==> src/design/morse_pkg.sv <==
// ----------------------------------------------------------------------------
// morse_pkg
// shared constants, types, letter table and microcode for the morse encoder
// ----------------------------------------------------------------------------
package morse_pkg;

  localparam int CHAR_W = 8;
  localparam int DOT_W  = 20;
  localparam int DUR_W  = 22;
  localparam int CNT_W  = 3;
  localparam int PAT_W  = 4;
  localparam int PC_W   = 2;

  localparam logic [DOT_W-1:0]  DOT_RESET = DOT_W'(100000);
  localparam logic [CHAR_W-1:0] CHAR_UP_A = CHAR_W'(8'h41);
  localparam logic [CHAR_W-1:0] CHAR_UP_Z = CHAR_W'(8'h5A);
  localparam logic [CHAR_W-1:0] CHAR_LO_A = CHAR_W'(8'h61);
  localparam logic [CHAR_W-1:0] CHAR_LO_Z = CHAR_W'(8'h7A);

  typedef enum logic {
    ST_IDLE,
    ST_RUN
  } state_t;

  // microcode program steps
  localparam logic [PC_W-1:0] PC_GAP_PRE  = 2'd0;
  localparam logic [PC_W-1:0] PC_MARK     = 2'd1;
  localparam logic [PC_W-1:0] PC_GAP_POST = 2'd2;

  // one control word of the program
  typedef struct packed {
    logic led_on;     // level of the segment
    logic dur_dash;   // duration follows element (dot or dash)
    logic last_elem;  // marks last when the element is the final one
    logic end_elem;   // element done: jump to step 0 or finish
  } ucode_t;

  // control handed from sequencer to datapath
  typedef struct packed {
    logic led_on;
    logic dur_dash;
    logic last_seg;
    logic elem_next;
  } ctrl_t;

  function automatic ucode_t ucode_rom(input logic [PC_W-1:0] pc);
    ucode_t w;
    unique case (pc)
      PC_GAP_PRE:  w = '{led_on: 1'b0, dur_dash: 1'b0, last_elem: 1'b0, end_elem: 1'b0};
      PC_MARK:     w = '{led_on: 1'b1, dur_dash: 1'b1, last_elem: 1'b0, end_elem: 1'b0};
      PC_GAP_POST: w = '{led_on: 1'b0, dur_dash: 1'b0, last_elem: 1'b1, end_elem: 1'b1};
      default:     w = '{led_on: 1'b0, dur_dash: 1'b0, last_elem: 1'b1, end_elem: 1'b1};
    endcase
    return w;
  endfunction

  // bits 6..4 element count, bits 3..0 pattern (1 = dash, first element highest)
  function automatic logic [CNT_W+PAT_W-1:0] letter_code(input logic [4:0] idx);
    logic [CNT_W+PAT_W-1:0] c;
    unique case (idx)
      5'd0:    c = 7'h21;
      5'd1:    c = 7'h48;
      5'd2:    c = 7'h4A;
      5'd3:    c = 7'h34;
      5'd4:    c = 7'h10;
      5'd5:    c = 7'h42;
      5'd6:    c = 7'h36;
      5'd7:    c = 7'h40;
      5'd8:    c = 7'h20;
      5'd9:    c = 7'h47;
      5'd10:   c = 7'h35;
      5'd11:   c = 7'h44;
      5'd12:   c = 7'h23;
      5'd13:   c = 7'h22;
      5'd14:   c = 7'h37;
      5'd15:   c = 7'h46;
      5'd16:   c = 7'h4D;
      5'd17:   c = 7'h32;
      5'd18:   c = 7'h30;
      5'd19:   c = 7'h11;
      5'd20:   c = 7'h31;
      5'd21:   c = 7'h41;
      5'd22:   c = 7'h33;
      5'd23:   c = 7'h49;
      5'd24:   c = 7'h4B;
      5'd25:   c = 7'h4C;
      default: c = 7'h10;
    endcase
    return c;
  endfunction

endpackage

==> src/design/morse_seq.sv <==
// ----------------------------------------------------------------------------
// morse_seq
// step counter and microcode table that drive the segment datapath
// ----------------------------------------------------------------------------
module morse_seq (
  input  logic                clk,
  input  logic                rst_n,
  input  logic                start,
  input  logic                step,
  input  logic                is_final,
  output morse_pkg::ctrl_t    ctrl
);

  logic [morse_pkg::PC_W-1:0] pc_r;
  logic [morse_pkg::PC_W-1:0] pc_nxt;
  morse_pkg::ucode_t          word;

  assign word = morse_pkg::ucode_rom(pc_r);

  always_comb begin
    ctrl.led_on    = word.led_on;
    ctrl.dur_dash  = word.dur_dash;
    ctrl.last_seg  = word.last_elem & is_final;
    ctrl.elem_next = word.end_elem & ~is_final;
  end

  always_comb begin
    pc_nxt = pc_r;
    if (start) begin
      pc_nxt = morse_pkg::PC_GAP_PRE;
    end else if (step) begin
      if (word.end_elem) begin
        pc_nxt = morse_pkg::PC_GAP_PRE;
      end else begin
        pc_nxt = pc_r + morse_pkg::PC_W'(1);
      end
    end
  end

  always_ff @(posedge clk) begin
    if (!rst_n) begin
      pc_r <= morse_pkg::PC_GAP_PRE;
    end else begin
      pc_r <= pc_nxt;
    end
  end

endmodule

==> src/design/morse_letter_encoder.sv <==
// ----------------------------------------------------------------------------
// morse_letter_encoder
// letters to timed on/off morse segments
// ----------------------------------------------------------------------------
// Each accepted letter is loaded into the element registers and then produces
// three segments per element, one segment per cycle into the output register
// while the result side keeps taking words; any other character is taken
// with no output. The microcode sequencer issues one segment per step.
// A new character is taken once the final segment has been loaded, while it
// may still wait at the output. Duration is the dot length (zero counts as
// one) or three dot lengths for the on part of a dash.
module morse_letter_encoder (
  input  logic        clk,
  input  logic        rst_n,
  input  logic        in_tvalid,
  output logic        in_tready,
  input  logic [7:0]  in_tdata,   // [7:0] char_code
  output logic        out_tvalid,
  input  logic        out_tready,
  output logic [23:0] out_tdata,  // [0] led_on, [22:1] duration, [23] zero
  output logic        out_tuser,  // [0] last
  input  logic        cfg_valid,
  output logic        cfg_ready,
  input  logic [19:0] cfg_data    // dot_length
);

  localparam int CW = morse_pkg::CNT_W;
  localparam int PW = morse_pkg::PAT_W;

  morse_pkg::state_t             state_r, state_nxt;
  logic [morse_pkg::DOT_W-1:0]   dot_r;
  logic [morse_pkg::DOT_W-1:0]   unit_r;
  logic [morse_pkg::DUR_W-1:0]   dash_r;
  logic [CW-1:0]                 rem_r;
  logic [PW-1:0]                 pat_r;
  logic                          out_valid_r;
  logic                          out_led_r;
  logic [morse_pkg::DUR_W-1:0]   out_dur_r;
  logic                          out_last_r;

  logic                          in_acc;
  logic                          is_up, is_lo, is_letter;
  logic [morse_pkg::CHAR_W-1:0]  idx_full;
  logic [CW+PW-1:0]              code;
  logic [CW-1:0]                 cnt;
  logic [PW-1:0]                 pat_al;
  logic [morse_pkg::DOT_W-1:0]   unit_v;
  logic                          slot_free;
  logic                          load_seg;
  logic                          start;
  morse_pkg::ctrl_t              ctrl;

  // input decode
  assign is_up     = (in_tdata >= morse_pkg::CHAR_UP_A) && (in_tdata <= morse_pkg::CHAR_UP_Z);
  assign is_lo     = (in_tdata >= morse_pkg::CHAR_LO_A) && (in_tdata <= morse_pkg::CHAR_LO_Z);
  assign is_letter = is_up | is_lo;
  assign idx_full  = is_up ? (in_tdata - morse_pkg::CHAR_UP_A)
                           : (in_tdata - morse_pkg::CHAR_LO_A);
  assign code      = morse_pkg::letter_code(idx_full[4:0]);
  assign cnt       = code[CW+PW-1:PW];
  assign pat_al    = code[PW-1:0] << (PW - int'(cnt));
  assign unit_v    = (dot_r == '0) ? morse_pkg::DOT_W'(1) : dot_r;

  assign in_acc    = in_tvalid & in_tready;
  assign start     = in_acc & is_letter;
  assign slot_free = ~out_valid_r | out_tready;

  // next state
  always_comb begin
    state_nxt = state_r;
    unique case (state_r)
      morse_pkg::ST_IDLE: begin
        if (start) begin
          state_nxt = morse_pkg::ST_RUN;
        end
      end
      morse_pkg::ST_RUN: begin
        if (slot_free && ctrl.last_seg) begin
          state_nxt = morse_pkg::ST_IDLE;
        end
      end
      default: state_nxt = morse_pkg::ST_IDLE;
    endcase
  end

  // state outputs
  always_comb begin
    in_tready = 1'b0;
    load_seg  = 1'b0;
    unique case (state_r)
      morse_pkg::ST_IDLE: in_tready = 1'b1;
      morse_pkg::ST_RUN:  load_seg  = slot_free;
      default: begin
        in_tready = 1'b0;
        load_seg  = 1'b0;
      end
    endcase
  end

  morse_seq u_seq (
    .clk      (clk),
    .rst_n    (rst_n),
    .start    (start),
    .step     (load_seg),
    .is_final (rem_r == CW'(1)),
    .ctrl     (ctrl)
  );

  always_ff @(posedge clk) begin
    if (!rst_n) begin
      state_r     <= morse_pkg::ST_IDLE;
      dot_r       <= morse_pkg::DOT_RESET;
      out_valid_r <= 1'b0;
    end else begin
      state_r <= state_nxt;
      if (cfg_valid) begin
        dot_r <= cfg_data;
      end
      if (load_seg) begin
        out_valid_r <= 1'b1;
      end else if (out_tready) begin
        out_valid_r <= 1'b0;
      end
    end
  end

  // element datapath
  always_ff @(posedge clk) begin
    if (start) begin
      unit_r <= unit_v;
      dash_r <= {2'b00, unit_v} + {1'b0, unit_v, 1'b0};
      rem_r  <= cnt;
      pat_r  <= pat_al;
    end else if (load_seg && ctrl.elem_next) begin
      rem_r <= rem_r - CW'(1);
      pat_r <= {pat_r[PW-2:0], 1'b0};
    end
    if (load_seg) begin
      out_led_r  <= ctrl.led_on;
      out_dur_r  <= (ctrl.dur_dash && pat_r[PW-1]) ? dash_r : {2'b00, unit_r};
      out_last_r <= ctrl.last_seg;
    end
  end

  assign cfg_ready  = 1'b1;
  assign out_tvalid = out_valid_r;
  assign out_tdata  = {1'b0, out_dur_r, out_led_r};
  assign out_tuser  = out_last_r;

endmodule

==> config.mk <==
export PLATFORM = sky130hd
export DESIGN_NAME = morse_letter_encoder
export DESIGN_NICKNAME = d
export VERILOG_FILES = /design/src/design/morse_pkg.sv /design/src/design/morse_seq.sv /design/src/design/morse_letter_encoder.sv
export SDC_FILE = /design/constraint.sdc
export NUM_CORES = 1
export LEC_CHECK = 0
export ABC_AREA = 1
export BUFFER_PORTS_ARGS = -buffer_cell sky130_fd_sc_hd__buf_2
export CORE_UTILIZATION = 53
export DETAILED_ROUTE_END_ITERATION = 8
export GPL_ROUTABILITY_DRIVEN = 0
export GPL_TIMING_DRIVEN = 0
export PLACE_DENSITY = 0.76
export SYNTH_ARGS = -nofsm -noshare
export SYNTH_HDL_FRONTEND = slang
export SYNTH_HIERARCHICAL = 1
export SYNTH_SLANG_ARGS = --single-unit
==> constraint.sdc <==
create_clock -name clk -period 2.7 [get_ports clk]
set_input_delay 0.27 -clock clk [delete_from_list [all_inputs] [get_ports clk]]
set_output_delay 0.27 -clock clk [all_outputs]
set_load 0.02 [all_outputs]
# After elaboration in Yosys (flattened, before gate mapping)
# Memories as Yosys holds them, arrays and structs flattened.
# Index checks and enable logic that the tools add are counted.
[classes]
reduce_logical = 10
muxes = 16
magnitude_cmp = 4
bitwise = 10
shifts = 1
add_sub_neg = 6
n_eq_ne = 2
[op_table]
columns = ["op", "n"]
rows = [
  ["$mux 20", 2],
  ["$shl 4x32->4", 1],
  ["$add 20x21->22", 1],
  ["$logic_not 20->1", 1],
  ["$ge 8x7->1 const B", 2],
  ["$le 8x7->1 const B", 2],
  ["$sub 5x1->5 const B", 2],
  ["$mux 4", 2],
  ["$pmux 4 s2", 1],
  ["$mux 1", 6],
  ["$mux 3", 2],
  ["$logic_and 1x1->1", 5],
  ["$mux 5", 1],
  ["$and 1x1->1", 4],
  ["$not 1->1", 4],
  ["$reduce_bool 2->1", 2],
  ["$sub 3x3->4 const A", 1],
  ["$eq 3x1->1 const B", 1],
  ["$sub 3x1->3 const B", 1],
  ["$add 2x1->2 const B", 1],
  ["$eq 2x1->1 const B", 1],
  ["$logic_not 2->1", 1],
  ["$mux 2", 1],
  ["$or 1x1->1", 2],
  ["other kinds (2)", 2],
]
[word_totals]
regBits = 97
in_bits = 33
wordCells = 62
output_inout_bits = 28
mem_count = 1
romBits = 224
[memory_table]
columns = ["name", "words", "word_bits", "read_ports", "rd_ports_with_merged_regs", "wr", "line", "text"]
rows = [
  ["(name not given)", 32, 7, 1, 0, 0, "morse_pkg.sv:60", "unique case (idx)"],
]

# Depth between registers and ports, before layout
# Gate-level depths: netlist (run 1).
# An unclocked memory read counts as a cell.
[depth]
ltp_word = 7
depth_mapped = 18
mapped_depth_nobuf = 18

# Cells and area by module
# The synthesis (run 1) kept the hierarchy.
[modules_own_cells]
columns = ["mod", "instances", "area_per_inst_um2", "cells_each", "seq_area_each_um2"]
rows = [
  ["morse_letter_encoder", 1, 5283.8, 550, 2602.5],
  ["morse_seq", 1, 117.6, 19, 40.0],
]

# Worst setup path after synthesis (run 1)
# No wires, ideal clock.
[synth_timing]
path_type = "register to register"
start = "register dot_r[18] (netlist bit)"
end = "register dash_r[17] (netlist bit) (data pin)"
required_ns = 2.441
setup_ns = 0.259
path_stages_with_launch = 19
slack_ns = -0.243
synth_period_minus_slack_ns = 2.943
path_buffers = 0
arrival_ns = 2.684
cell_sequence = "dfxtp_1 inv_1 ha_1 nand3_1 nor4_1 nand2_1 inv_1 or2_2 ha_1 fa_1 nand3_1 nand2_1 nand2_1 nand2_1 a21oi_1 o21ai_0 nand3_1 nand2_1 xor2_1"
[synth_between]
elab_chain_len = 3
[synth_rtl]
columns = ["element", "line", "text"]
rows = [
  ["from (decl)", "morse_letter_encoder.sv:31", "logic [morse_pkg::DOT_W-1:0] dot_r;"],
  ["from (signal assigned)", "morse_letter_encoder.sv:112", "dot_r <= morse_pkg::DOT_RESET;"],
  ["from (signal assigned)", "morse_letter_encoder.sv:117", "dot_r <= cfg_data;"],
  ["$logic_not 20->1", "morse_letter_encoder.sv:62", "assign unit_v = (dot_r == '0) ? morse_pkg::DOT_W'(1) : dot_r;"],
  ["$mux 20", "morse_letter_encoder.sv:62", ""],
  ["net unit_v, one bit", "morse_letter_encoder.sv:47", "logic [morse_pkg::DOT_W-1:0] unit_v;"],
  ["$add 20x21->22", "morse_letter_encoder.sv:131", "dash_r <= {2'b00, unit_v} + {1'b0, unit_v, 1'b0};"],
  ["to (signal assigned)", "morse_letter_encoder.sv:131", ""],
  ["to (decl)", "morse_letter_encoder.sv:33", "logic [morse_pkg::DUR_W-1:0] dash_r;"],
]
# The timed path passes the listed nets, and every way through them passes these cells.
# A chain may end at the register's enable or synchronous reset.

# Final worst setup path (run 1)
[layout_timing]
start = "register dot_r[11] (netlist bit)"
end = "register dash_r[17] (netlist bit) (data pin)"
# The elaborated chain is that of the path after synthesis.

==> results of run 1 <==
-- where the power goes --
part	total [mW]	internal, mW	switching (mW)
sequential	1.70	1.67	0.0303
clock	0.865	0.359	0.506
combinational	0.814	0.309	0.505
total	3.38	2.34	1.04
-- critical path: cells and delay by family, from the launching register on --
family                   cells  cell delay, ns
adder cells (fa/ha/maj)      2            0.36
flip-flops                   1            0.35
buffers and inverters        1            0.07
AND/OR/NAND/NOR             10            1.49
XOR/XNOR                     1            0.07
AO/OA/AOI/OAI                2            0.28
-- cell type report --
class | instances | share of cell area, %
Buffer | 29 | 1.98
Clock buffer | 11 | 2.13
Clock inverter | 5 | 0.509
Inverter | 50 | 2.94
Multi-Input combinational cell | 395 | 41.1
Sequential cell | 96 | 39.9
Tap cell | 133 | 2.51
Timing Repair Buffer | 90 | 8.97
-- state kept, by name, indices dropped and copies added (netlist names) --
register / count
unit_r: 20
pat_r: 4
dot_r: 20
out_tuser: 1
rem_r: 3
dash_r: 21
u_seq/pc_r: 2
out_dur_r: 22
out_tvalid: 1
out_led_r: 1
state_r: 1
-- cell families (layout without fill, tap and decap cells) --
group,after synthesis,after routing
adders and majority gates,34,34
other,2,2
xor gates and xnor gates,19,19
AOI/OAI and AO/OA,82,83
DFF,96,96
and+or+nand+nor,238,238
muxes,19,19
buffers and inverters,79,185
-- metal layers --
| layer | vias to the layer above | GRT usage [%] | share of wire [%] |
|---|---|---|---|
| met5 | - | 0 | 0 |
| met4 | 0 | 12.7 | 4.5 |
| met3 | 52 | 4.68 | 5.8 |
| met2 | 197 | 44.5 | 50 |
| met1 | 2096 | 27.9 | 39 |
| li1 | 2126 | - | - |
-- cells in the mapped netlist, drive strengths merged (6+ instances only) --
master  instances  area (sq um)
buf             6          45.0
nand3          41           260
ha             33           413
xnor2           8          70.1
xor2           11          96.3
edfxtp         72          2160
a21oi          30           154
mux2           19           214
inv            50           190
nand2         126           576
nor2           57           221
clkbuf         23          86.3
dfxtp          24           480
o21ai          34           170
-- worst max-delay path by stage --
stage | startpoint | to | slack [ns] | depth (start not counted)
after floorplan | dot_r[18] | dash_r[17] | 0.03 | 18
after global placement | in_tdata[0] | pat_r[3] | -0.77 | 10
after detailed placement | dot_r[18] | dash_r[17] | -0.42 | 18
after CTS | dot_r[19] | dash_r[17] | -0.10 | 18
after global routing | dot_r[11] | dash_r[17] | -0.24 | 16
final | dot_r[11] | dash_r[17] | -0.14 | 16
-- stage by stage --
stage                     area [sq um]  power (mW)  hold slack [ns]  worst slack, ns
final                             6640        3.38            0.115           -0.144
after global routing              6640        3.53            0.127           -0.240
after CTS                         6450        3.30            0.113           -0.101
after detailed placement          5950        2.41            0.489           -0.416
after global placement            5880        2.37            0.457           -0.774
after floorplan                   5430        2.22            0.395           0.0305
-- timing repair --
action	CTS	global route
setup buffers	28	10
setup endpoints to repair	12	21
endpoints found under the hold margin	0	0
cloned	0	1
gates resized for setup	32	34
pin swaps	20	26
==> results.md, run 1 <==
* Antenna cells at 0
* Filler cells at approximately 730
* Seq/Total Area, Yosys at 48.9%
* Syn Std Cell Area at 5400 sq um
* Initial Util at a little under three fifths
* First-pass GRT wire length at between 15000 and 20000 um
* H-tree depth at 3
* Simple-gate portion of the synthesized area at between 20% and 30%
* Core Util, Final at between 60 and 70%
* Synth warn at 6
* RR Endpoint: dash_r[17]
* Number of port buffers at 57
* Hold Path Depth at 3
* CTS buffer count at 9
* Worst Hold Class: input pin to flip-flop
* Fraction of layout instances using a drive strength above 1 at 33.4%
* I/O pins at 61
* Hold Buf Count CTS at 0
* Synth Area in Compound Gates at 8.78%
* Largest net degree at the start of global routing at 29
* Depth of the worst register-to-register path at 16
* Post-Route Skew at 0.0162 ns
* Antenna violations before repair at 0
* Final std cells w/o fill at about 810
* Setup TNS at -0.471 ns
* Final setup viols at 6
* Final worst setup slack at -0.144 ns
* Hold path startpoint: cfg_data[2]
* Register area at 2650 sq um
* CTS Buffer Depth at 2
* Overall Global Routing Usage at 24.7%
* Max Fclk at around 350 MHz
* Gr ovfl total at 0
* Multiplexer share of the synthesized area at between 3 and 4%
* Worst Hold Path EP: dot_r[2]
* CP peak stage delay at 0.54 ns
* Slowest cell on crit path: or4_4
* Die area at approximately 11000 sq um
* Synth Register Bits at between 90 and 100
* Core ar. at a little under 10000 sq um
* Failing checks: negative setup slack
* Critical path cell sequence: or4_4, nor3_4, nand2_2, inv_4, or2_4, ha_4, fa_2, nand3_2, nand2_2, nand2_2, nand2_2, a21oi_4, o21ai_4, nand3_2, nand2_2, xor2_2
* Outcome: finished, violations left
* Period utilization at 105%
* Multi-input combinational cell area at between 2000 and 3000 sq um
* Synth Flop Type: edfxtp_1
* FF-to-FF Start: dot_r[11]
* Worst setup EP type: flip-flop
* Detailed-route wire length at 13000 um
* Synth Area in XOR/XNOR at between 3 and 4%
* Site row count at 36
* Mean Syn Cell Area at ~9.5 sq um
* Nets at 738
* Net Count, Synth at around 640
* Pwr per Cell Area at approximately 510 nW/um^2
* Hold Fails Final Rpt at 0
* Dpl cells at 761
* Skew-Pair Late Insertion Delay at between 0.3 and 0.4 ns
* Max-slew violations at 0
* Commonest non-fill, non-tap cells in the layout: nand2_1 (97), edfxtp_1 (72), buf_2 (57), nor2_1 (51), inv_1 (38)
* Initial drt markers at just under 300
* CP most frequent cell: nand2_2
* Area Growth Syn to Fin at 23.0%
* DP HPWL at approximately 8700 um
* Relative slew slack at approximately half
* Clock-pin slew on the worst setup and hold paths at 0.10 ns
* CTS root buffer: clkbuf_8
* Unrepaired setup endpoints after global routing: yes
* Cell count after synthesis at approximately 570
* Worst Setup Start Kind: flip-flop
* Drt drc at 0
* Netlist cell types at between 40 and 50
* Via count at approximately 4500
* CTS tree: done
* Leading cell type in the layout, fill and taps excluded: nand2_1
* WP data required at between 2 and 3 ns
* Pleak at between 2 and 3 nW
* CTS Sinks at 96
* Shortest period the worst path allows at around 2.8 ns
* DR pass1 iterations at 5
* Worst-Margin Slew at ~0.73 ns
* CP arrival at ~3.0 ns
* CP max FO at 3
* Largest family of logic cells by synthesized area: simple AND/OR/NAND/NOR gates
* Kind of critical path: flip-flop to flip-flop
* Max-cap viol count at 0
* Number of synthesized flops with an enable pin at 72
* Die Wd at ~100 um
* Synth async-reset ratio at 0%
* Adder-cell share of the synthesized area at about 8.0%
* Peak supply drop at ~0.00024 V
* Drt wl/cell at 16.1 um
* Via density per instance at around 5.5
* Antenna Nets Post-Route at 0
* R2r setup slk at -0.14 ns
* Die Ht at 103 um
* Vias in the first global route at roughly 4400
Note: power is estimated with default switching activity, not from simulation.
==> run 2, diff against run 1 <==
Settings changed: CELL_PAD_IN_SITES_DETAIL_PLACEMENT set to 1, CELL_PAD_IN_SITES_GLOBAL_PLACEMENT set to 2, CORE_UTILIZATION 53 to 33, PLACE_DENSITY 0.76 to not set, PLACE_DENSITY_LB_ADDON set to 0.1.
==> run 2 against run 1 <==
Against the previous run:
- the run still ends with negative setup slack left
- highest routed layer unchanged
- utilization fell by 25 points
- critical path depth grew 2
- clock power increased by 41%
- final cell count rose by 11%
- flip-flop and latch count unchanged
- combinational power hardly changed
- routed wire length rose by 11%
- largest power group unchanged
- cell area increased by 3.4%
- worst hold slack improved by 0.012 ns
- first-iteration DRC count fell by 40%
==> results.md, run 2 (synthesis gave the netlist of run 1 again) <==
* WP data required at 2.80 ns (-0.02 ns)
* Overall Global Routing Usage at 17.7% (-7.1 points)
* Die area at 16900 sq um (+59%)
* Drt wl/cell at 16.0 um (-0.43%)
* Worst Setup Start Kind: flip-flop
* Number of port buffers at 57 (unchanged)
* First-pass GRT wire length at 22200 um (+12%)
* Leading cell type in the layout, fill and taps excluded: nand2_1
* Unrepaired setup endpoints after global routing: yes
* H-tree depth at 3 (unchanged)
* Relative slew slack at 45.5% (-5.4 points)
* Antenna Nets Post-Route at 0 (unchanged)
* Clock-pin slew on the worst setup and hold paths at 0.08 ns (-0.02 ns)
* Worst-Margin Slew at 0.814 ns (+0.0810 ns)
* Drt drc at 0 (unchanged)
* Gate power share at 21.8% (-2.3 points)
* Final instance area at 6870 sq um (+3.4%)
* Shortest period the worst path allows at 2.79 ns (-0.0501 ns)
* Seq pwr share at 45.5% (-4.8 points)
* Max-cap viol count at 0 (unchanged)
* Largest regs: out_dur_r x22, dash_r x21
* Die Wd at 130 um (+26%)
* Fraction of layout instances using a drive strength above 1 at 33.8% (+0.39 points)
* Internal at 2.64 mW (+13%)
* Skew-Pair Late Insertion Delay at 0.36 ns (-0.02 ns)
* Filler cells at 1868 (+160%)
* CTS Buffer Depth at 2 (unchanged)
* Largest net degree at the start of global routing at 32 (+10%)
* Nets at 748 (+1.4%)
* Vias in the first global route at 4372 (+0.44%)
* Final worst setup slack at -0.0943 ns (+0.0501 ns)
* Commonest non-fill, non-tap cells in the layout: nand2_1 (98), edfxtp_1 (72), buf_2 (57), nor2_1 (53), buf_4 (45)
* Max Fclk at 358 MHz (+1.8%)
* I/O pins at 61 (unchanged)
* Via count at 4242 (-5.1%)
* Peak supply drop at 0.000303 V (+28%)
* Pleak at 2.92 nW (+2.8%)
* Clock share of power at 32.7% (+7.1 points)
* Final setup viols at 7 (+1)
* Placed inst area at 6040 sq um (+1.5%)
* Period utilization at 103% (-1.9 points)
* Pwr per Cell Area at 545 nW/um^2 (+7.0%)
* Initial drt markers at 175 (-40%)
* Switching Share at 29.5% (-1.3 points)
* DR pass1 iterations at 4 (-1)
* Site row count at 46 (+28%)
* Psw at 1.10 mW (+5.8%)
* CP max FO at 3 (unchanged)
* Hold Fails Final Rpt at 0 (unchanged)
* Worst setup EP type: flip-flop
* Area Growth Syn to Fin at 27.1%
* Via density per instance at 4.70 (-15%)
* CTS Sinks at 96 (unchanged)
* Max reg flops at 22 (unchanged)
* Initial Util at 33.9% (-21 points)
* Outcome: finished, violations left
* CP arrival at 2.90 ns (-0.07 ns)
* Core ar. at 15900 sq um (+62%)
* Reg with most FFs: out_dur_r
* CTS tree: done
* CTS buffer count at 9 (unchanged)
* Failing checks: negative setup slack
* Kind of critical path: flip-flop to flip-flop
* Die Ht at 130 um (+26%)
* Antenna cells at 0 (unchanged)
* Max-slew violations at 0 (unchanged)
* Detailed-route wire length at 14500 um (+11%)
* Antenna violations before repair at 0 (unchanged)
* Setup TNS at -0.334 ns (+0.137 ns)
* DP HPWL at 10800 um (+24%)
* Post-Route Skew at 0.0136 ns (-0.00266 ns)
* CTS root buffer: clkbuf_16
* Hold Slack at 0.127 ns (+0.0125 ns)
* Worst Hold Class: input pin to flip-flop
* Gr ovfl total at 0 (unchanged)
-- run 2: changes by cell type in the layout (fill, tap and decap cells not counted), moves of 2 or more --
cell,before,now
buf_4,29,45
clkbuf_16,0,9
clkbuf_8,10,1
buf_6,7,1
buf_12,0,2
buf_16,2,0
inv_2,9,11
nor2_1,51,53
nor2_2,6,4
-- run 2: metrics by stage --
step | util, % | setup slack [ns] | instances | total power [mW]
floorplan | - | 0.0305 | 569 | 2.22
global placement | 37.5 | -0.959 | 842 | 2.42
detailed placement | 37.9 | -0.493 | 844 | 2.43
CTS | 41.5 | -0.130 | 881 | 3.73
global route | 43.1 | -0.238 | 902 | 3.93
finish | 43.1 | -0.0943 | 902 | 3.74
-- run 2: layer usage --
layer | track usage [%] | part of all wire, %
met2 | 32.3 | 53
met3 | 2.67 | 2.0
met5 | 0 | 0
met1 | 20.9 | 44
met4 | 6.36 | 1.5
-- run 2: path summary, 6_finish.rpt --
| kind | start | end | slack, ns | cells after the start |
|---|---|---|---|---|
| setup / recovery | dot_r[17] | dash_r[17] | -0.09 | 18 |
| hold reg to reg | dot_r[19] | dot_r[19] | 0.49 | 2 |
| setup reg to reg | dot_r[17] | dash_r[17] | -0.09 | 18 |
| hold / removal | cfg_data[2] | dot_r[2] | 0.13 | 3 |
-- run 2: cell type report --
type | instances | area [sq um] | share of cell area (%)
Inverter | 50 | 190 | 2.77
Buffer | 29 | 131 | 1.91
Timing Repair Buffer | 100 | 633 | 9.22
Sequential cell | 96 | 2650 | 38.6
Clock inverter | 6 | 41.3 | 0.601
Tap cell | 216 | 270 | 3.94
Multi-Input combinational cell | 395 | 2710 | 39.5
Clock buffer | 10 | 239 | 3.48
-- run 2: worst max-delay path: stages (launching register included) --
cell and delay (ns):
dfxtp_2 0.35, inv_2 0.06, ha_4 0.16, nand3_4 0.08
nor4_2 0.05, nand2_2 0.08, inv_2 0.05, or2_4 0.24
ha_4 0.17, fa_2 0.38, nand3_2 0.09, nand2_2 0.06
nand2_2 0.06, nand2_2 0.07, a21oi_4 0.24, o21ai_4 0.11
nand3_2 0.08, nand2_2 0.07, xor2_1 0.15
-- run 2: what timing repair did --
| item | 4_1_cts | 5_1_grt |
|---|---|---|
| pin swaps | 23 | 18 |
| gates resized for setup | 36 | 19 |
| buffers inserted | 23 | 20 |
| hold buffers | 0 | 0 |
| gates cloned | 0 | 1 |
| setup endpoints to repair | 14 | 22 |
-- run 2: power groups by stage --
stage	clock network [mW]	logic (mW)	registers [mW]
detailed placement	0	0.700	1.73
CTS	1.26	0.767	1.70
finish	1.22	0.816	1.70
floorplan	0	0.484	1.74
global route	1.32	0.906	1.71
global placement	0	0.684	1.73
==> run 3, diff against run 2 <==
Settings changed: SYNTH_HIERARCHICAL 1 to not set.
==> run 3 against run 2 <==
Against the previous run:
- the run now ends clean
- synthesized cell count is 1.4% higher
- final cell count is 4.0% lower
- largest cell class is now registers
- synthesized area is 2.0% lower
- global-route usage is 0.60 points lower
- combinational power is 14% lower
- critical path type unchanged
==> results.md, run 3 <==
* Critical path cell sequence: clkbuf_1, ha_1, a21oi_1, o21ai_0, a21oi_1, o21ai_0, a21oi_1, xnor2_1
* Synth Flop Type: edfxtp_1
* Largest regs: out_dur_r x22, dash_r x21
* Via count at 4063 (-4.2%)
* Overall Global Routing Usage at 17.1% (-0.60 points)
* Antenna violations before repair at 0 (unchanged)
* Critical Path Stages at 8 (-10)
* Unrepaired setup endpoints after global routing: no
* Via density per instance at 4.69 (-0.24%)
* Slowest cell on crit path: ha_1
* Net Count, Synth at 644 (+1.3%)
* Mean Syn Cell Area at 9.17 sq um (-3.4%)
* CP peak stage delay at 0.37 ns (about the same)
* Worst Hold Class: input pin to flip-flop
* Commonest non-fill, non-tap cells in the layout: nand2_1 (132), edfxtp_1 (72), nor2_1 (64), buf_2 (57), inv_1 (38)
* CP arrival at 2.64 ns (-0.26 ns)
* Most frequent cells after synthesis: nand2_1 (134), edfxtp_1 (72), nor2_1 (65)
* Pleak at 2.73 nW (-6.6%)
* First-pass GRT wire length at 21300 um (-3.8%)
* Max-cap viol count at 0 (unchanged)
* CTS tree: done
* Hold Fails Final Rpt at 0 (unchanged)
* Drt drc at 0 (unchanged)
* CTS Sinks at 96 (unchanged)
* Number of synthesized flops with an enable pin at 72 (unchanged)
* Site row count at 45 (-2.2%)
* Synth warn at 0 (-6)
* Detailed-route wire length at 13300 um (-7.9%)
* H-tree depth at 3 (unchanged)
* Nets at 717 (-4.1%)
* Die Wd at 129 um (-0.99%)
* Depth of the worst register-to-register path at 8 (-10)
* Core ar. at 15400 sq um (-3.2%)
* Leading area contributor after synthesis: edfxtp_1
* Worst Setup Start Kind: flip-flop
* Drt wl/cell at 15.4 um (-4.1%)
* Initial drt markers at 256 (+46%)
* WP data required at 2.79 ns (about the same)
* Area Growth Syn to Fin at 20.0%
* Antenna cells at 0 (unchanged)
* Relative slew slack at 46.6% (+1.1 points)
* I/O pins at 61 (unchanged)
* Peak supply drop at 0.000288 V (-4.8%)
* Worst setup EP type: flip-flop
* Max reg flops at 22 (unchanged)
* DR pass1 iterations at 4 (unchanged)
* Number of port buffers at 57 (unchanged)
* Most frequent cell after synthesis: nand2_1
* CP Buf/Inv Count at 1 (-1)
* Skew-Pair Late Insertion Delay at 0.35 ns (about the same)
* Synth async-reset ratio at 0% (unchanged)
* CP delay by family, top: compound AO/OA/AOI/OAI gates
* Seq/Total Area, Yosys at 49.9% (+0.99 points)
* Post-Route Skew at 0.00964 ns (-0.00395 ns)
* Kind of critical path: flip-flop to flip-flop
* DP HPWL at 10400 um (-3.1%)
* Clock-pin slew on the worst setup and hold paths at 0.07 ns (about the same)
* Vias in the first global route at 4049 (-7.4%)
* Pwr per Cell Area at 576 nW/um^2 (+5.7%)
* CTS Buffer Depth at 2 (unchanged)
* CP most frequent cell: a21oi_1
* Fraction of layout instances using a drive strength above 1 at 21.7% (-12 points)
* Syn Std Cell Area at 5290 sq um (-2.0%)
* Synth area leaders: edfxtp_1 (41%), nand2_1 (9.5%), dfxtp_1 (9.1%)
* Core Util, Final at 41.2% (-1.9 points)
* Max-slew violations at 0 (unchanged)
* CP max FO at 6 (+3)
* Netlist cell types at 34 (-23%)
* Die area at 16600 sq um (-2.0%)
* Largest net degree at the start of global routing at 33 (+3.1%)
* Hold Path Depth at 3 (unchanged)
* Cell count after synthesis at 577 (+1.4%)
* Outcome: finished, final reports clean
* CTS buffer count at 9 (unchanged)
* Worst-Margin Slew at 0.798 ns (-0.0160 ns)
* Yosys top cell area share at 40.8% (+0.81 points)
* Gr ovfl total at 0 (unchanged)
* Period utilization at 94.3% (-9.2 points)
* Hold Slack at 0.129 ns (+0.00219 ns)
* Leading cell type in the layout, fill and taps excluded: nand2_1
* Synth Register Bits at 96 (unchanged)
* Shortest period the worst path allows at 2.55 ns (-0.247 ns)
* Final setup viols at 0 (-7)
* Max Fclk at 393 MHz (+9.7%)
* Antenna Nets Post-Route at 0 (unchanged)
* Reg with most FFs: out_dur_r
* CTS root buffer: clkbuf_16
* Total chip power at 3.66 mW (-2.2%)
* Initial Util at 34.3% (+0.43 points)
* Die Ht at 129 um (-0.99%)
run 3: cell families (layout without fill, tap and decap cells):
family / Yosys count / in the layout / share of synthesized area (%)
AO/OA/AOI/OAI: 79 / 79 / 8.34
XOR/XNOR: 18 / 18 / 2.98
adder cells (fa/ha/maj): 34 / 34 / 8.18
buffers and inverters: 69 / 147 / 5.11
flip-flops: 96 / 96 / 49.9
multiplexers: 19 / 19 / 4.04
other: 2 / 2 / 0.142
AND/OR/NAND/NOR: 260 / 260 / 21.3
run 3: worst paths after layout:
| kind | to | start | slack, ns |
|---|---|---|---|
| hold / removal | dot_r[10] | cfg_data[10] | 0.13 |
| setup reg to reg | dash_r[12] | dot_r[2] | 0.15 |
| hold reg to reg | u_seq.pc_r[0] | u_seq.pc_r[0] | 0.48 |
| setup / recovery | dash_r[12] | dot_r[2] | 0.15 |
run 3: power by group:
group | total (mW) | leakage [nW] | internal [mW] | switching [mW]
logic | 0.704 | 1.72 | 0.247 | 0.457
clock network | 1.25 | 0.141 | 0.709 | 0.543
registers | 1.70 | 0.865 | 1.67 | 0.0305
run 3: layer usage:
layer,wire length (um),part of all wire [%],track usage (%),vias to the layer above
li1,-,-,-,2077
met1,7240,54,25.8,1906
met2,5520,41,24.3,68
met3,387,2.9,2.41,12
met4,176,1.3,6.85,0
met5,0,0,0,-
run 3: what timing repair did:
item / 4_1_cts / 5_1_grt
resized for setup: 23 / 10
hold buffers: 0 / 0
hold endpoints to repair: 0 / 0
buffers inserted: 3 / 1
setup endpoints to repair: 22 / 7
pin swaps: 5 / 3
run 3: worst register-to-register path, cell delays in order (launching register included):
cell	delay [ns]
dfxtp_1	0.35
clkbuf_1	0.27
ha_1	0.37
a21oi_1	0.26
o21ai_0	0.14
a21oi_1	0.29
o21ai_0	0.21
a21oi_1	0.31
xnor2_1	0.12
run 3: cell type report:
cell class / instances / area, sq um
buffer: 27 / 113
clock buffer: 13 / 272
clock inverter: 3 / 21.3
fill: 1834 / 9070
inverter: 42 / 158
multi-input combinational: 412 / 2550
sequential: 96 / 2650
tap: 211 / 264
timing repair buffer: 62 / 335
run 3: per-stage QoR:
step	setup slack, ns	setup TNS, ns	std cells	instance area, sq um
5_1_grt	0.00659	0	866	6350
4_1_cts	-0.00285	-0.00285	865	6290
2_1_floorplan	0.0527	0	577	5310
3_3_place_gp	-0.780	-20.91	845	5860
3_5_place_dp	-0.769	-6.27	846	5880
6_report	0.153	0	866	6350
